<file path="src/rtl/frp_pkg.sv">
package frp_pkg;

  localparam logic [7:0] CH_ZERO  = 8'h30;
  localparam logic [7:0] CH_NINE  = 8'h39;
  localparam logic [7:0] CH_DASH  = 8'h2D;
  localparam logic [7:0] CH_OPEN  = 8'h28;
  localparam logic [7:0] CH_CLOSE = 8'h29;
  localparam logic [7:0] CH_COMMA = 8'h2C;
  localparam logic [7:0] CH_LF    = 8'h0A;
  localparam logic [7:0] CH_CR    = 8'h0D;

  localparam logic [9:0] CODE_MAX = 10'd999;
  localparam logic [2:0] NFIELDS  = 3'd6;

  localparam logic [9:0] PASSIVE_CODE_RST  = 10'd227;
  localparam logic [9:0] TRANSFER_CODE_RST = 10'd150;

  localparam int CODE_W = 10;
  localparam int TDATA_W = 96;

  // Configuration register indexes.
  localparam logic CFG_PASSIVE_CODE  = 1'b0;
  localparam logic CFG_TRANSFER_CODE = 1'b1;

  typedef struct packed {
    logic [9:0]      code_value;
    logic            code_done;
    logic            continuation;
    logic [7:0]      previous_byte;
    logic            in_parentheses;
    logic [31:0]     number_value;
    logic [2:0]      field_index;
    logic [5:0][7:0] address_fields;
    logic [1:0]      captured_flags;  // bit 0 address, bit 1 size
    logic [31:0]     captured_size;
  } parse_state_t;

  typedef struct packed {
    logic [9:0]  reply_code;
    logic [31:0] host_address;
    logic [15:0] data_port;
    logic        address_valid;
    logic [31:0] transfer_size;
    logic        size_valid;
    logic        ended_by_stream;
  } reply_res_t;

  typedef struct packed {
    logic [9:0] passive_code;
    logic [9:0] transfer_code;
  } cfg_codes_t;

endpackage

</file>
<file path="src/rtl/frp_core.sv">
module frp_core
  import frp_pkg::*;
(
  input  parse_state_t st,
  input  cfg_codes_t   cfg,
  input  logic [7:0]   rx_byte,
  input  logic         stream_end,
  output parse_state_t st_nxt,
  output logic         emit,
  output reply_res_t   res
);

  logic        is_digit;
  logic [3:0]  digit;
  logic [13:0] code_mul;
  logic [35:0] num_mul;
  logic [31:0] num_pushed;

  function automatic reply_res_t build_res(input parse_state_t s, input logic by_stream);
    reply_res_t r;
    r.reply_code      = s.code_value;
    r.host_address    = {s.address_fields[0], s.address_fields[1],
                         s.address_fields[2], s.address_fields[3]};
    r.data_port       = {s.address_fields[4], s.address_fields[5]};
    r.address_valid   = s.captured_flags[0];
    r.transfer_size   = s.captured_size;
    r.size_valid      = s.captured_flags[1];
    r.ended_by_stream = by_stream;
    return r;
  endfunction

  assign is_digit = (rx_byte >= CH_ZERO) && (rx_byte <= CH_NINE);
  // For an ASCII digit the low nibble is its value.
  assign digit    = rx_byte[3:0];
  assign code_mul = ({4'b0, st.code_value} << 3) + ({4'b0, st.code_value} << 1)
                    + {10'b0, digit};
  assign num_mul  = ({4'b0, st.number_value} << 3) + ({4'b0, st.number_value} << 1)
                    + {32'b0, digit};
  assign num_pushed = (num_mul[35:32] != 4'b0) ? 32'hFFFF_FFFF : num_mul[31:0];

  always_comb begin
    st_nxt = st;
    emit   = 1'b0;
    res    = build_res(st, 1'b1);
    if (stream_end) begin
      emit   = 1'b1;
      st_nxt = '0;
    end else begin
      if (!st.code_done) begin
        if (is_digit) begin
          st_nxt.code_value = (code_mul > {4'b0, CODE_MAX}) ? CODE_MAX : code_mul[9:0];
        end else begin
          if (rx_byte == CH_DASH) begin
            st_nxt.continuation = 1'b1;
          end
          st_nxt.code_done = 1'b1;
        end
      end else if (st.code_value == cfg.passive_code) begin
        if (st.in_parentheses) begin
          if (rx_byte == CH_CLOSE || rx_byte == CH_COMMA) begin
            if (st.field_index < NFIELDS) begin
              st_nxt.address_fields[st.field_index] = st.number_value[7:0];
              st_nxt.field_index = st.field_index + 3'd1;
            end
            if (rx_byte == CH_CLOSE) begin
              st_nxt.in_parentheses    = 1'b0;
              st_nxt.captured_flags[0] = 1'b1;
            end else begin
              st_nxt.number_value = '0;
            end
          end else if (is_digit) begin
            st_nxt.number_value = num_pushed;
          end
        end else if (rx_byte == CH_OPEN) begin
          st_nxt.in_parentheses = 1'b1;
        end
      end else if (st.code_value == cfg.transfer_code) begin
        if (st.in_parentheses) begin
          if (rx_byte == CH_CLOSE) begin
            st_nxt.captured_size     = st.number_value;
            st_nxt.captured_flags[1] = 1'b1;
          end else if (is_digit) begin
            st_nxt.number_value = num_pushed;
          end
        end else if (rx_byte == CH_OPEN) begin
          st_nxt.in_parentheses = 1'b1;
        end
      end

      st_nxt.previous_byte = rx_byte;

      // End of line; the code may have been closed by this very byte.
      if (rx_byte == CH_LF && st.previous_byte == CH_CR && st_nxt.code_done) begin
        if (!st_nxt.continuation) begin
          emit   = 1'b1;
          res    = build_res(st_nxt, 1'b0);
          st_nxt = '0;
        end else begin
          st_nxt.code_done    = 1'b0;
          st_nxt.continuation = 1'b0;
          st_nxt.code_value   = '0;
        end
      end
    end
  end

endmodule

</file>
<file path="src/rtl/frp_out_reg.sv">
module frp_out_reg
  import frp_pkg::*;
(
  input  logic                 clk,
  input  logic                 rst_n,
  input  logic                 load,
  input  reply_res_t           res,
  output logic                 slot_free,
  output logic                 out_tvalid,
  input  logic                 out_tready,
  output logic [TDATA_W-1:0]   out_tdata,
  output logic [0:0]           out_tuser
);

  logic       valid_r;
  logic       valid_nxt;
  reply_res_t res_r;

  assign slot_free = !valid_r || out_tready;
  assign valid_nxt = load || (valid_r && !out_tready);

  always_ff @(posedge clk) begin
    if (!rst_n) begin
      valid_r <= 1'b0;
    end else begin
      valid_r <= valid_nxt;
    end
  end

  always_ff @(posedge clk) begin
    if (load) begin
      res_r <= res;
    end
  end

  assign out_tvalid = valid_r;
  assign out_tdata  = {4'b0, res_r.size_valid, res_r.transfer_size, res_r.address_valid,
                       res_r.data_port, res_r.host_address, res_r.reply_code};
  assign out_tuser  = res_r.ended_by_stream;

endmodule

</file>
<file path="src/rtl/ftp_reply_parser_top.sv">
// Channel | Ports                    | Item
// in      | in_tvalid/tready/tdata/  | tdata: rx_byte[7:0]; tuser: stream_end
//         | in_tuser                 |
// out     | out_tvalid/tready/tdata/ | one reply result; tuser: ended_by_stream
//         | out_tuser                |
// cfg     | cfg_we/cfg_addr/cfg_wdata| 0 passive code, 1 transfer code
//
// One byte per cycle unless a reply-ending byte is held back: an accepted byte
// sits in the input register, the parse update runs on it there and the result
// register loads as the byte leaves the input register.
// Reset (synchronous, rst_n low) clears the parse state and both valids, and
// sets the codes to 227 and 150.
// A byte that ends a reply waits in the input register while the result
// register is full and not being taken; other bytes pass on regardless.
module ftp_reply_parser_top
  import frp_pkg::*;
(
  input  logic               clk,
  input  logic               rst_n,
  input  logic               in_tvalid,
  output logic               in_tready,
  input  logic [7:0]         in_tdata,   // rx_byte[7:0]
  input  logic [0:0]         in_tuser,   // stream_end[0]
  output logic               out_tvalid,
  input  logic               out_tready,
  // reply_code[9:0], host_address[41:10], data_port[57:42], address_valid[58],
  // transfer_size[90:59], size_valid[91], zero fill[95:92]
  output logic [TDATA_W-1:0] out_tdata,
  output logic [0:0]         out_tuser,  // ended_by_stream[0]
  input  logic               cfg_we,
  input  logic               cfg_addr,
  input  logic [CODE_W-1:0]  cfg_wdata
);

  cfg_codes_t   cfg_r;
  parse_state_t st_r;
  parse_state_t st_nxt;
  logic         s1_valid_r;
  logic [7:0]   s1_byte_r;
  logic         s1_end_r;
  logic         emit;
  reply_res_t   res;
  logic         slot_free;
  logic         s1_fire;

  always_ff @(posedge clk) begin
    if (!rst_n) begin
      cfg_r.passive_code  <= PASSIVE_CODE_RST;
      cfg_r.transfer_code <= TRANSFER_CODE_RST;
    end else if (cfg_we) begin
      case (cfg_addr)
        CFG_PASSIVE_CODE:  cfg_r.passive_code  <= cfg_wdata;
        CFG_TRANSFER_CODE: cfg_r.transfer_code <= cfg_wdata;
        default: ;
      endcase
    end
  end

  assign s1_fire   = s1_valid_r && (!emit || slot_free);
  assign in_tready = !s1_valid_r || s1_fire;

  always_ff @(posedge clk) begin
    if (!rst_n) begin
      s1_valid_r <= 1'b0;
      st_r       <= '0;
    end else begin
      if (in_tready) begin
        s1_valid_r <= in_tvalid;
      end
      if (s1_fire) begin
        st_r <= st_nxt;
      end
    end
  end

  always_ff @(posedge clk) begin
    if (in_tready && in_tvalid) begin
      s1_byte_r <= in_tdata;
      s1_end_r  <= in_tuser[0];
    end
  end

  frp_core u_core (
    .st         (st_r),
    .cfg        (cfg_r),
    .rx_byte    (s1_byte_r),
    .stream_end (s1_end_r),
    .st_nxt     (st_nxt),
    .emit       (emit),
    .res        (res)
  );

  frp_out_reg u_out (
    .clk        (clk),
    .rst_n      (rst_n),
    .load       (s1_fire && emit),
    .res        (res),
    .slot_free  (slot_free),
    .out_tvalid (out_tvalid),
    .out_tready (out_tready),
    .out_tdata  (out_tdata),
    .out_tuser  (out_tuser)
  );

  a_clear_after_emit: assert property (@(posedge clk) disable iff (!rst_n)
    s1_fire && emit |=> st_r == '0)
    else $error("parse state not cleared after a result");

  a_no_overwrite: assert property (@(posedge clk) disable iff (!rst_n)
    !(out_tvalid && !out_tready && s1_fire && emit))
    else $error("result register overwritten while held");

  a_code_range: assert property (@(posedge clk) disable iff (!rst_n)
    st_r.code_value <= CODE_MAX)
    else $error("reply code above saturation limit");

  a_field_range: assert property (@(posedge clk) disable iff (!rst_n)
    st_r.field_index <= NFIELDS)
    else $error("field index past last field");

endmodule

</file>
<file path="config.mk">
export PLATFORM = sky130hd
export DESIGN_NAME = ftp_reply_parser_top
export DESIGN_NICKNAME = d
export VERILOG_FILES = /design/src/rtl/frp_pkg.sv /design/src/rtl/frp_core.sv /design/src/rtl/frp_out_reg.sv /design/src/rtl/ftp_reply_parser_top.sv
export SDC_FILE = /design/constraint.sdc
export NUM_CORES = 1
export LEC_CHECK = 0
export BUFFER_PORTS_ARGS = -buffer_cell sky130_fd_sc_hd__buf_2
export CORE_UTILIZATION = 37
export DETAILED_ROUTE_END_ITERATION = 16
export GPL_TIMING_DRIVEN = 1
export HOLD_SLACK_MARGIN = 0.05
export PLACE_DENSITY = 0.52
export SYNTH_ARGS = -nofsm -noshare
export SYNTH_HDL_FRONTEND = slang
export SYNTH_HIERARCHICAL = 1
export SYNTH_SLANG_ARGS = --single-unit
</file>
<file path="constraint.sdc">
create_clock -name clk -period 5 [get_ports clk]
set_input_delay 0.25 -clock clk [delete_from_list [all_inputs] [get_ports clk]]
set_output_delay 0.25 -clock clk [all_outputs]
set_load 0.05 [all_outputs]
</file>
==> impl_metrics.yaml <==
floorplan:
  rows: 74
  start_util: 0.3779
  die_x_um: 206.9
  dieArea_um2: 42810
  core-area_um2: 41110
  die_h_um: 206.9
  pin_count: 124
sta:
  max_slew_margin: 0.2163
  finClkSkew_ns: 0.01242
  fin_crit_sh: 0.8202
  worst_hold_slack_ns: 0.2083
  max_freq_mhz: 243.8
  fin_crit_ns: 4.101
  hold_viol: 0
  setup_ws_ns: 0.8990
  slew_violations: 0
  rsz0062_at_grt: "no"
  worstMarginPinSlew_ns: 1.170
  tns_ns: 0
  final-setup-viol-count: 0
logic_synthesis:
  synth_edf_count: 102
  syn_inst: 1730
  synth.most_common_cell: "nand2_1"
  synth_top_area_share: 0.2062
  synth.area.top_cells: "dfxtp_1 (21%), edfxtp_1 (20%), mux2i_1 (14%)"
  ys_async_sr_fraction: 0
  yosysWarnings: 6
  synth_cell_types: 78
  synth-seq-area-share: 0.4033
  synth_common_cells: "nand2_1 (361), mux2i_1 (220), dfxtp_1 (160)"
  synth_seq_cells: 262
  synthFlopType: "dfxtp_1"
  post-synth-top-area-cell: "dfxtp_1"
  synth_area_per_cell_um2: 8.980
  synth_area_um2: 15540
placement:
  place_ws_ns: 0.9351
  dpl.hpwl_um: 24840
  routabilityCongestion: 0.8886
  place.port_buffers: 119
route:
  avgRoutedWirePerCell_um: 16.54
  drc_errors: 7
  ant_nets: 0
  vias_per_cell: 5.230
  drt_iter0_markers: 860
  routed_wl_um: 37730
  vias: 11930
  drt_first_pass_iters: 11
clocking:
  cts-root-buf: "clkbuf_16"
  numCtsBuffers: 34
  clkLatencyLatePin_ns: 0.54
  post_cts_resized: 0
  clkSinkCount: 262
  cts_setup_buffers: 0
  h-tree-depth: 2
  cts_tree: "built"
  postCtsHoldBufs: 21
  cts_buffer_depth: 3
  cts.clk_slew.worst_paths_ns: 0.06
setup_path:
  critPathRequiredTime_ns: 5.40
  crit_buf_inv: 2
  rrSetupSlack_ns: 0.90
  critical_path_class: "flop to flop"
  slowest_delay_ns: 0.62
  crit_path_end_kind: "flop"
  crit_slowest_cell: "nor2_4"
  crit_fanout: 26
  crit_chain: "inv_1 > fa_1 > inv_1 > ha_1 > a211oi_1 > o21ai_0 > a211oi_1 > a21oi_1 > a41o_1 > nor2_4 > a41oi_1 > nand2_1 > mux2i_1"
  cp_data_arrival_time_ns: 4.50
  cp_top_family: "compound AO/OA/AOI/OAI gates"
  start_kind: "flop"
cells_and_area:
  diodes: 0
  drive_gt1_frac: 0.1246
  fin_util: 0.4223
  area_growth_pct: 11.74
  final_nets: 1835
power:
  p_total_mw: 4.997
  ir_worst_vdd_v: 0.0002009
  powerDensity_nw_per_um2: 287.8
  power_leakage_nw: 6.943
run_status:
  outcome: "finished with violations"
  violations: "design-rule violations"
grt:
  grt_pass1_vias: 11240
  grt_start_max_net_pins: 201
  antenna_found_initial: 0
  grt_first_pass_wirelength_um: 60400
  grt_overflow_total: 0
  grt_usage: 0.1772
flow_run:
  maxCapViolations: 0
min_path:
  hp-class: "input port to flop"
flip-flops by register name, indices dropped and copies added, names as in the netlist:
name and flops:
s1_end_r 1, cfg_r 20, u_out/out_tdata 92, st_r 138
u_out/out_tuser 1, u_out/out_tvalid 1, s1_byte_r 8, s1_valid_r 1
power by group:
group	internal [mW]	switching, mW	leakage (nW)
combinational	0.0779	0.173	4.00
clock	1.52	0.977	0.563
sequential	2.24	0.0170	2.38
total	3.83	1.17	6.94
cell type report:
class | count | area, um2
Clock buffer | 40 | 904.6
Clock inverter | 22 | 237.7
Fill cell | 4060 | 23750
Inverter | 28 | 105.1
Multi-Input combinational cell | 1237 | 8179
Sequential cell | 262 | 6266
Tap cell | 532 | 665.6
Timing Repair Buffer | 160 | 1002
kinds of logic after synthesis:
logic type,count (synthesis),share of synthesized area
DFF,262,0.4033
buffers and inverters,234,0.07409
adders and majority gates,87,0.07200
and+or+nand+nor,606,0.1697
AOI/OAI and AO/OA,268,0.1096
other,1,0.0002414
muxes,220,0.1417
xor gates and xnor gates,52,0.02931
cells in the final DEF (no fill, tap or decap), types with 12 or more instances in the layout:
master / netlist / routed
a21boi_0: 15 / 15
a21o_1: 12 / 12
a21oi_1: 105 / 105
a31oi_1: 31 / 31
buf_2: 40 / 118
buf_4: 7 / 17
clkbuf_16: 0 / 35
dfxtp_1: 160 / 160
dlygate4sd3_1: 0 / 21
edfxtp_1: 102 / 102
ha_1: 83 / 83
inv_1: 27 / 27
mux2i_1: 220 / 220
nand2_1: 361 / 361
nand2b_1: 12 / 12
nand3_1: 20 / 20
nand4_1: 15 / 15
nor2_1: 121 / 121
nor3_1: 14 / 14
nor4_1: 13 / 12
o21ai_0: 38 / 38
xnor2_1: 26 / 26
xor2_1: 26 / 26
worst min-delay path, cell delays in order:
cell	delay, ns
buf_2	0.10
nor2b_1	0.16
nand2_1	0.12
a21boi_0	0.06
per-layer routing:
layer	up-vias	GRT usage	routed length, um
met4	0	0.04640	723
met5	-	0	0
met2	245	0.2806	16960
met1	5663	0.2478	18480
met3	54	0.03108	1569
li1	5967	-	-
through the flow:
step           std cells  area, um2
2_1_floorplan       1733      15550
3_3_place_gp        2198      16010
6_report            2281      17360
3_5_place_dp        2198      16010
5_1_grt             2281      17360
4_1_cts             2281      17360
path summary, 6_finish.rpt:
check | from | to | cells past startpoint
min reg2reg | st_r[36] | u_out/out_tdata[36] | 0
min | cfg_addr | cfg_r[13] | 4
max | s1_byte_r[3] | st_r[105] | 13
max reg2reg | s1_byte_r[3] | st_r[105] | 13
No activity file was read; power rests on OpenSTA's default activity.
